==> src/rtl/mpr_pkg.sv <==
// ---------------------------------------------------------------------------
// mpr_pkg: shared types and helpers for the multidrop packet receiver
// Holds the transaction structs, framing constants and the byte-wise
// CRC-16/CCITT-FALSE update used by the receiver.
// ---------------------------------------------------------------------------
package mpr_pkg;

  localparam logic [15:0] CRC_INIT       = 16'hFFFF;
  localparam logic [9:0]  FRAME_OVERHEAD = 10'd4;
  localparam logic [9:0]  CRC_BYTES      = 10'd2;

  // One received nine-bit serial word.
  typedef struct packed {
    logic       address_flag;
    logic [7:0] data_byte;
  } word_t;

  // One result transaction.
  typedef struct packed {
    logic       payload_valid;
    logic [7:0] payload_byte;
    logic [7:0] payload_index;
    logic       packet_end;
    logic       packet_good;
    logic [7:0] data_length;
  } result_t;

  // Byte-wise CRC-16 update, polynomial 0x1021, MSB first.
  function automatic logic [15:0] crc_add(input logic [15:0] crc, input logic [7:0] b);
    logic [7:0] x;
    begin
      x = crc[15:8] ^ b;
      x = x ^ {4'd0, x[7:4]};
      crc_add = {crc[7:0], 8'd0} ^ {x[3:0], 12'd0} ^ {3'd0, x, 5'd0} ^ {8'd0, x};
    end
  endfunction

endpackage

==> src/rtl/mpr_in_stage.sv <==
// ---------------------------------------------------------------------------
// mpr_in_stage: input register
// Captures one serial word per transaction and holds it until the decode
// stage consumes it.
// ---------------------------------------------------------------------------
module mpr_in_stage (
  input  logic           clk,
  input  logic           rst,
  input  logic           in_valid,
  output logic           in_stall,
  input  mpr_pkg::word_t in_word,
  input  logic           advance,
  output logic           word_valid,
  output mpr_pkg::word_t word
);
  import mpr_pkg::*;

  logic accept;
  logic word_valid_next;

  // The register frees up in the same cycle the decode stage takes it.
  assign in_stall = word_valid && !advance;
  assign accept   = in_valid && !in_stall;

  always_comb begin
    word_valid_next = word_valid;
    if (accept) begin
      word_valid_next = 1'b1;
    end else if (advance) begin
      word_valid_next = 1'b0;
    end
  end

  always_ff @(posedge clk) begin
    if (rst) begin
      word_valid <= 1'b0;
    end else begin
      word_valid <= word_valid_next;
    end
  end

  always_ff @(posedge clk) begin
    if (accept) begin
      word <= in_word;
    end
  end

endmodule

==> src/rtl/mpr_decoder.sv <==
// ---------------------------------------------------------------------------
// mpr_decoder: packet framing and CRC state
// Tracks the packet framing, runs the CRC over address, length and payload,
// and forms the result for the registered word. State moves on advance.
// ---------------------------------------------------------------------------
module mpr_decoder (
  input  logic             clk,
  input  logic             rst,
  input  logic             cfg_write,
  input  logic [7:0]       cfg_data,
  input  mpr_pkg::word_t   word,
  input  logic             advance,
  output mpr_pkg::result_t result
);
  import mpr_pkg::*;

  logic [7:0]  node_address;
  logic        receiving;
  logic        length_pending;
  logic [8:0]  byte_count;
  logic [8:0]  packet_total;
  logic [15:0] running_crc;
  logic [7:0]  crc_high_received;
  logic [7:0]  length_field;

  logic        receiving_next;
  logic        length_pending_next;
  logic [8:0]  byte_count_next;
  logic [8:0]  packet_total_next;
  logic [15:0] running_crc_next;
  logic [7:0]  crc_high_received_next;
  logic [7:0]  length_field_next;

  logic        hit;
  logic [9:0]  count_plus;
  logic [15:0] crc_in;
  logic [15:0] crc_upd;

  assign hit        = word.address_flag && (word.data_byte == node_address);
  assign count_plus = {1'b0, byte_count} + CRC_BYTES;
  assign crc_in     = hit ? CRC_INIT : running_crc;
  assign crc_upd    = crc_add(crc_in, word.data_byte);

  always_comb begin
    receiving_next         = receiving;
    length_pending_next    = length_pending;
    byte_count_next        = byte_count;
    packet_total_next      = packet_total;
    running_crc_next       = running_crc;
    crc_high_received_next = crc_high_received;
    length_field_next      = length_field;
    result                 = '0;
    if (hit) begin
      // Our address restarts framing, even inside a packet.
      receiving_next      = 1'b1;
      length_pending_next = 1'b1;
      byte_count_next     = 9'd1;
      running_crc_next    = crc_upd;
    end else if (receiving) begin
      if (length_pending) begin
        length_field_next   = word.data_byte;
        packet_total_next   = 9'(({2'd0, word.data_byte}) + FRAME_OVERHEAD);
        length_pending_next = 1'b0;
        running_crc_next    = crc_upd;
      end else if (count_plus < {1'b0, packet_total}) begin
        result.payload_valid = 1'b1;
        result.payload_byte  = word.data_byte;
        result.payload_index = 8'(byte_count - 9'd2);
        running_crc_next     = crc_upd;
      end else if (count_plus == {1'b0, packet_total}) begin
        crc_high_received_next = word.data_byte;
      end else begin
        result.packet_end = 1'b1;
        result.packet_good = (running_crc == {crc_high_received, word.data_byte});
        receiving_next    = 1'b0;
      end
      byte_count_next = byte_count + 9'd1;
    end
    result.data_length = length_field_next;
  end

  always_ff @(posedge clk) begin
    if (rst) begin
      node_address      <= '0;
      receiving         <= 1'b0;
      length_pending    <= 1'b0;
      byte_count        <= '0;
      packet_total      <= '0;
      running_crc       <= CRC_INIT;
      crc_high_received <= '0;
      length_field      <= '0;
    end else begin
      if (cfg_write) begin
        node_address <= cfg_data;
      end
      if (advance) begin
        receiving         <= receiving_next;
        length_pending    <= length_pending_next;
        byte_count        <= byte_count_next;
        packet_total      <= packet_total_next;
        running_crc       <= running_crc_next;
        crc_high_received <= crc_high_received_next;
        length_field      <= length_field_next;
      end
    end
  end

endmodule

==> src/rtl/mpr_out_stage.sv <==
// ---------------------------------------------------------------------------
// mpr_out_stage: result register
// Holds one result transaction until the downstream side takes it.
// ---------------------------------------------------------------------------
module mpr_out_stage (
  input  logic             clk,
  input  logic             rst,
  input  logic             word_valid,
  input  mpr_pkg::result_t result,
  output logic             advance,
  output logic             out_valid,
  input  logic             out_stall,
  output mpr_pkg::result_t out_result
);
  import mpr_pkg::*;

  logic out_valid_next;

  // Load when the register is empty or its content leaves this cycle.
  assign advance = word_valid && (!out_valid || !out_stall);

  always_comb begin
    out_valid_next = out_valid && out_stall;
    if (advance) begin
      out_valid_next = 1'b1;
    end
  end

  always_ff @(posedge clk) begin
    if (rst) begin
      out_valid <= 1'b0;
    end else begin
      out_valid <= out_valid_next;
    end
  end

  always_ff @(posedge clk) begin
    if (advance) begin
      out_result <= result;
    end
  end

endmodule

==> src/rtl/multidrop_packet_receiver_crc16_top.sv <==
// ---------------------------------------------------------------------------
// multidrop_packet_receiver_crc16_top: nine-bit multidrop packet receiver
// Frames address/length/payload/CRC packets and checks CRC-16/CCITT-FALSE.
// ---------------------------------------------------------------------------
// The receiver takes one nine-bit serial word per input transaction and
// returns exactly one result transaction for it, through an input register
// and the result register. While the output is not stalled, a new word can
// be accepted in every clock cycle: the framing and byte-wide CRC update run
// combinationally between the input register and the result register, so
// the sustained rate is one word per cycle. A word whose ninth bit is set
// and whose low byte equals node_address starts a packet, even in
// the middle of another one; the next byte is the length, then the payload
// bytes (each reported with its index), then the CRC high and low bytes. The
// last CRC byte raises packet_end, with packet_good set when the CRC over
// address, length and payload matches. Write node_address only while no
// transaction is in flight; the write port is always ready.
// ---------------------------------------------------------------------------
module multidrop_packet_receiver_crc16_top (
  input  logic       clk,
  input  logic       rst,
  // Configuration write channel.
  input  logic       cfg_valid,
  output logic       cfg_ready,
  input  logic [7:0] node_address,
  // Input channel.
  input  logic       in_valid,
  output logic       in_stall,
  input  logic       address_flag,
  input  logic [7:0] data_byte,
  // Output channel.
  output logic       out_valid,
  input  logic       out_stall,
  output logic       payload_valid,
  output logic [7:0] payload_byte,
  output logic [7:0] payload_index,
  output logic       packet_end,
  output logic       packet_good,
  output logic [7:0] data_length
);
  import mpr_pkg::*;

  word_t   in_word;
  word_t   word;
  logic    word_valid;
  logic    advance;
  result_t result;
  result_t out_result;

  // The address register takes a write in any cycle.
  assign cfg_ready = 1'b1;

  assign in_word.address_flag = address_flag;
  assign in_word.data_byte    = data_byte;

  mpr_in_stage u_in_stage (
    .clk        (clk),
    .rst        (rst),
    .in_valid   (in_valid),
    .in_stall   (in_stall),
    .in_word    (in_word),
    .advance    (advance),
    .word_valid (word_valid),
    .word       (word)
  );

  // Framing state advances only when the result register takes the result,
  // so a stalled output never loses or repeats a word.
  mpr_decoder u_decoder (
    .clk       (clk),
    .rst       (rst),
    .cfg_write (cfg_valid && cfg_ready),
    .cfg_data  (node_address),
    .word      (word),
    .advance   (advance),
    .result    (result)
  );

  mpr_out_stage u_out_stage (
    .clk        (clk),
    .rst        (rst),
    .word_valid (word_valid),
    .result     (result),
    .advance    (advance),
    .out_valid  (out_valid),
    .out_stall  (out_stall),
    .out_result (out_result)
  );

  assign payload_valid = out_result.payload_valid;
  assign payload_byte  = out_result.payload_byte;
  assign payload_index = out_result.payload_index;
  assign packet_end    = out_result.packet_end;
  assign packet_good   = out_result.packet_good;
  assign data_length   = out_result.data_length;

endmodule

==> config.mk <==
export PLATFORM = sky130hd
export DESIGN_NAME = multidrop_packet_receiver_crc16_top
export DESIGN_NICKNAME = d
export VERILOG_FILES = /design/src/rtl/mpr_pkg.sv /design/src/rtl/mpr_in_stage.sv /design/src/rtl/mpr_decoder.sv /design/src/rtl/mpr_out_stage.sv /design/src/rtl/multidrop_packet_receiver_crc16_top.sv
export SDC_FILE = /design/constraint.sdc
export NUM_CORES = 1
export LEC_CHECK = 0
export BUFFER_PORTS_ARGS = -buffer_cell sky130_fd_sc_hd__buf_2
export CORE_MARGIN = 2
export CORE_UTILIZATION = 25
export DETAILED_ROUTE_END_ITERATION = 12
export PLACE_DENSITY = 0.46
export SYNTH_ARGS = -nofsm -noshare
export SYNTH_HDL_FRONTEND = slang
export SYNTH_SLANG_ARGS = --single-unit
export TNS_END_PERCENT = 5
==> constraint.sdc <==
create_clock -name clk -period 4.1 [get_ports clk]
set_clock_uncertainty 0.1 [all_clocks]
set_input_delay 0.205 -clock clk [delete_from_list [all_inputs] [get_ports clk]]
set_output_delay 0.205 -clock clk [all_outputs]
set_load 0.1 [all_outputs]
==> summary.md <==
| Metric | Value |
|---|---|
| Final hold viol count | `0` |
| Slowest-stage cell, CP | `o21ai_2` |
| GRT Util Overall | `0.119` |
| Setup Fix Bufs, Post-CTS | `0` |
| ANT nets after route | `0` |
| CP max stage delay | `890 ps` |
| Detail Placement HPWL | `7.83 mm` |
| Async SR Flop Fraction | `0` |
| Critical-path maximum fanout | `31` |
| Worst flop-to-flop path startpoint | `u_decoder.byte_count[1]` |
| Total gr overflow | `0` |
| Initial Util | `0.253` |
| GPL Wtd Cong | `0.830` |
| Leakage | `2.21 nW` |
| Mapped Nets | `529` |
| Htree depth | `3` |
| Worst path top cell family by delay | `compound AO/OA/AOI/OAI gates` |
| Setup ws final | `499 ps` |
| Share of cells above drive strength 1 | `0.173` |
| DIE WIDTH | `144 um` |
| CTS sink cnt | `98` |
| Clock Tree Root | `clkbuf_16` |
| Final setup fails | `0` |
| VDD IR max | `0.246 mV` |
| Crit. End Element | `register` |
| Post-Synthesis Cells | `494` |
| Ys Warns | `0` |
| Most frequent cells in the layout | `dfxtp_1, nor2_1, nand2_1` |
| Top_reg_cell synth | `dfxtp_1` |
| Tcrit/Tclk final | `0.878` |
| Post-synthesis register bit count | `98` |
| Via count | `3504` |
| Met2 Wirelength | `5.26 mm` |
| R2R Setup Slk | `500 ps` |
| Final Util | `0.300` |
| Status | `completed` |
| WL met1 | `5.41 mm` |
| Final TNS setup | `0 ps` |
| Largest net degree at the start of global routing | `50` |
| Max Freq | `0.278 GHz` |
| Core area | `19300 sq um` |
| Hold Slack | `16.7 ps` |
| Startpoint types | `register` |
| CP Class | `register to register` |
| Avg Inst Size Synth | `9.87 sq um` |
| Number of buffers created by CTS | `9` |
| Reg clk slew, reported paths | `70 ps` |
| 1st-pass router iterations | `4` |
| Worst setup path startpoint | `u_decoder.byte_count[1]` |
| DR WL/cell | `14.2 um` |
| Post-layout instance area | `5770 sq um` |
| Reg-to-reg endpoint | `u_decoder.running_crc[2]` |
| Synth-to-layout area growth | `18.5%` |
| Max Cap Viol | `0` |
| Mapped Area | `4870 sq um` |
| Final wirelength | `11.5 mm` |
| Final net count | `574` |
| # IOs | `52` |
| Vias per cell | `4.33` |
| CTS tree | `yes` |
| CP bufs+invs | `0` |
| Count of input and output buffers | `50` |
| Dpl cell area | `5320 sq um` |
| Vias in the first global route | `3442` |
| Hold WC Path Type | `input port to register` |
| Cell Rows | `51` |
| Worst slew margin | `0.214` |
| Worst-path cell chain | `ha_1 > nand3_1 > xnor2_1 > ha_1 > nand4_1 > a211oi_1 > a2111oi_2 > o21a_1 > o21ai_2 > mux2i_1 > nand2_1` |
| Most common cell after layout, fill and taps aside | `dfxtp_1` |
| RSZ-0062 raised after global routing | `no` |
| Post-synth EDFFs | `36` |
| Fin. max-slew vios | `0` |
| Max Used Layer | `met4` |
| Die ar. | `20600 sq um` |
| Clock buffer depth | `2` |
| Pwr Density | `359 nW/um^2` |
| Reg2Reg Depth | `11` |
| Post-place setup slack | `539 ps` |
| CP Capture Point | `u_decoder.running_crc[2]` |
| Most frequent CP cell | `ha_1` |
| Metal3 WL | `671 um` |
| WP data arrival | `3730 ps` |
| Least-Margin Pin Slew | `1180 ps` |
| Netlist cell types | `47` |
| Skew-Pair Late Insertion Delay | `350 ps` |
| Ant diodes | `0` |
| Die height | `144 um` |
| Seq/Total Area, Yosys | `0.476` |
| WP data required | `4230 ps` |
| Final min period | `3600 ps` |
| DRT iter0 DRCs | `149` |
| First-pass GRT wire length | `18.6 mm` |
| Drt drc | `0` |
| Initial antenna violation count | `0` |
| Worst path depth | `11` |
| Post-CTS sizing | `0` |
[sequential cells by signal (all words and copies together) (netlist names), 8 cells and up]
name	cells
u_decoder.crc_high_received	8
u_decoder.length_field	8
u_decoder.node_address	8
u_decoder.running_crc	16
u_out_stage.out_result	27
u_decoder.packet_total	9
u_in_stage.word	9
u_decoder.byte_count	9
[repair_timing]
action | in CTS | in global routing
setup endpoints to repair | 0 | 0
endpoints found under the hold margin | 17 | 0
hold buffers | 17 | 0
[worst min-delay path, delay by kind of cell]
family	cells	cell delay, ps
buffers and inverters	1	80
and+or+nand+nor	1	80
muxes	1	60
[layout make-up]
cell class	instances	area, sq um
clock buffers	9	225
clock inverters	7	58.8
fillers	2041	13500
inverters	14	52.6
multi-input cells	346	2340
flip-flops and latches	98	2320
well taps	265	332
repair buffers	70	443
[per-layer routing]
metal  vias to the layer above  global-route usage
met2                        79               0.191
met1                      1645               0.158
met5                         -                   0
li1                       1770                   -
met4                         0              0.0284
met3                        10              0.0357
[synthesized netlist by cell type, drive strengths merged (3+ instances only)]
master	number	area share
nand2	52	0.040
nand4	8	0.015
a211oi	7	0.011
edfxtp	36	0.22
dfxtp	62	0.25
nor4	6	0.0077
nor2	60	0.046
and2	12	0.015
clkbuf	12	0.0092
mux2	8	0.018
xor2	24	0.043
o21a	3	0.0046
o211ai	12	0.020
a21oi	24	0.025
inv	14	0.011
xnor2	49	0.093
mux2i	17	0.035
and3	6	0.0077
nor3	5	0.0062
ha	13	0.033
nand3	9	0.011
o21ai	13	0.013
nor3b	3	0.0056
buf	24	0.028
[power breakdown]
group          internal (W)  switching, W
logic             0.0000602      0.000132
registers           0.00103     0.0000303
clock network      0.000420      0.000401
total               0.00151      0.000563
[stage by stage]
stage	std cells	power (W)
6_report	809	0.00207
5_1_grt	809	0.00215
4_1_cts	809	0.00210
3_5_place_dp	776	0.00126
3_3_place_gp	776	0.00126
2_1_floorplan	494	0.00122
[cell families (layout without fill, tap and decap cells)]
family,count (synthesis),count (layout),synth area share
simple gates,167,167,0.165
flops,98,98,0.476
xor+xnor,73,73,0.136
compound gates,67,67,0.0880
buf+inv,50,100,0.0477
mux,25,25,0.0534
fa+ha+maj,13,13,0.0334
other cells,1,1,0.000769
[how the worst min path moves through the flow]
stage                         start  slack (ps)  cells past startpoint                         to
floorplan              data_byte[0]         200                      0         u_in_stage.word[0]
global placement       data_byte[1]         280                      1         u_in_stage.word[1]
detailed placement     data_byte[4]         280                      1         u_in_stage.word[4]
CTS                 node_address[6]           4                      3  u_decoder.node_address[6]
global route        node_address[6]          20                      3  u_decoder.node_address[6]
finish              node_address[6]          20                      3  u_decoder.node_address[6]
Power figures use the tool's default switching activity.
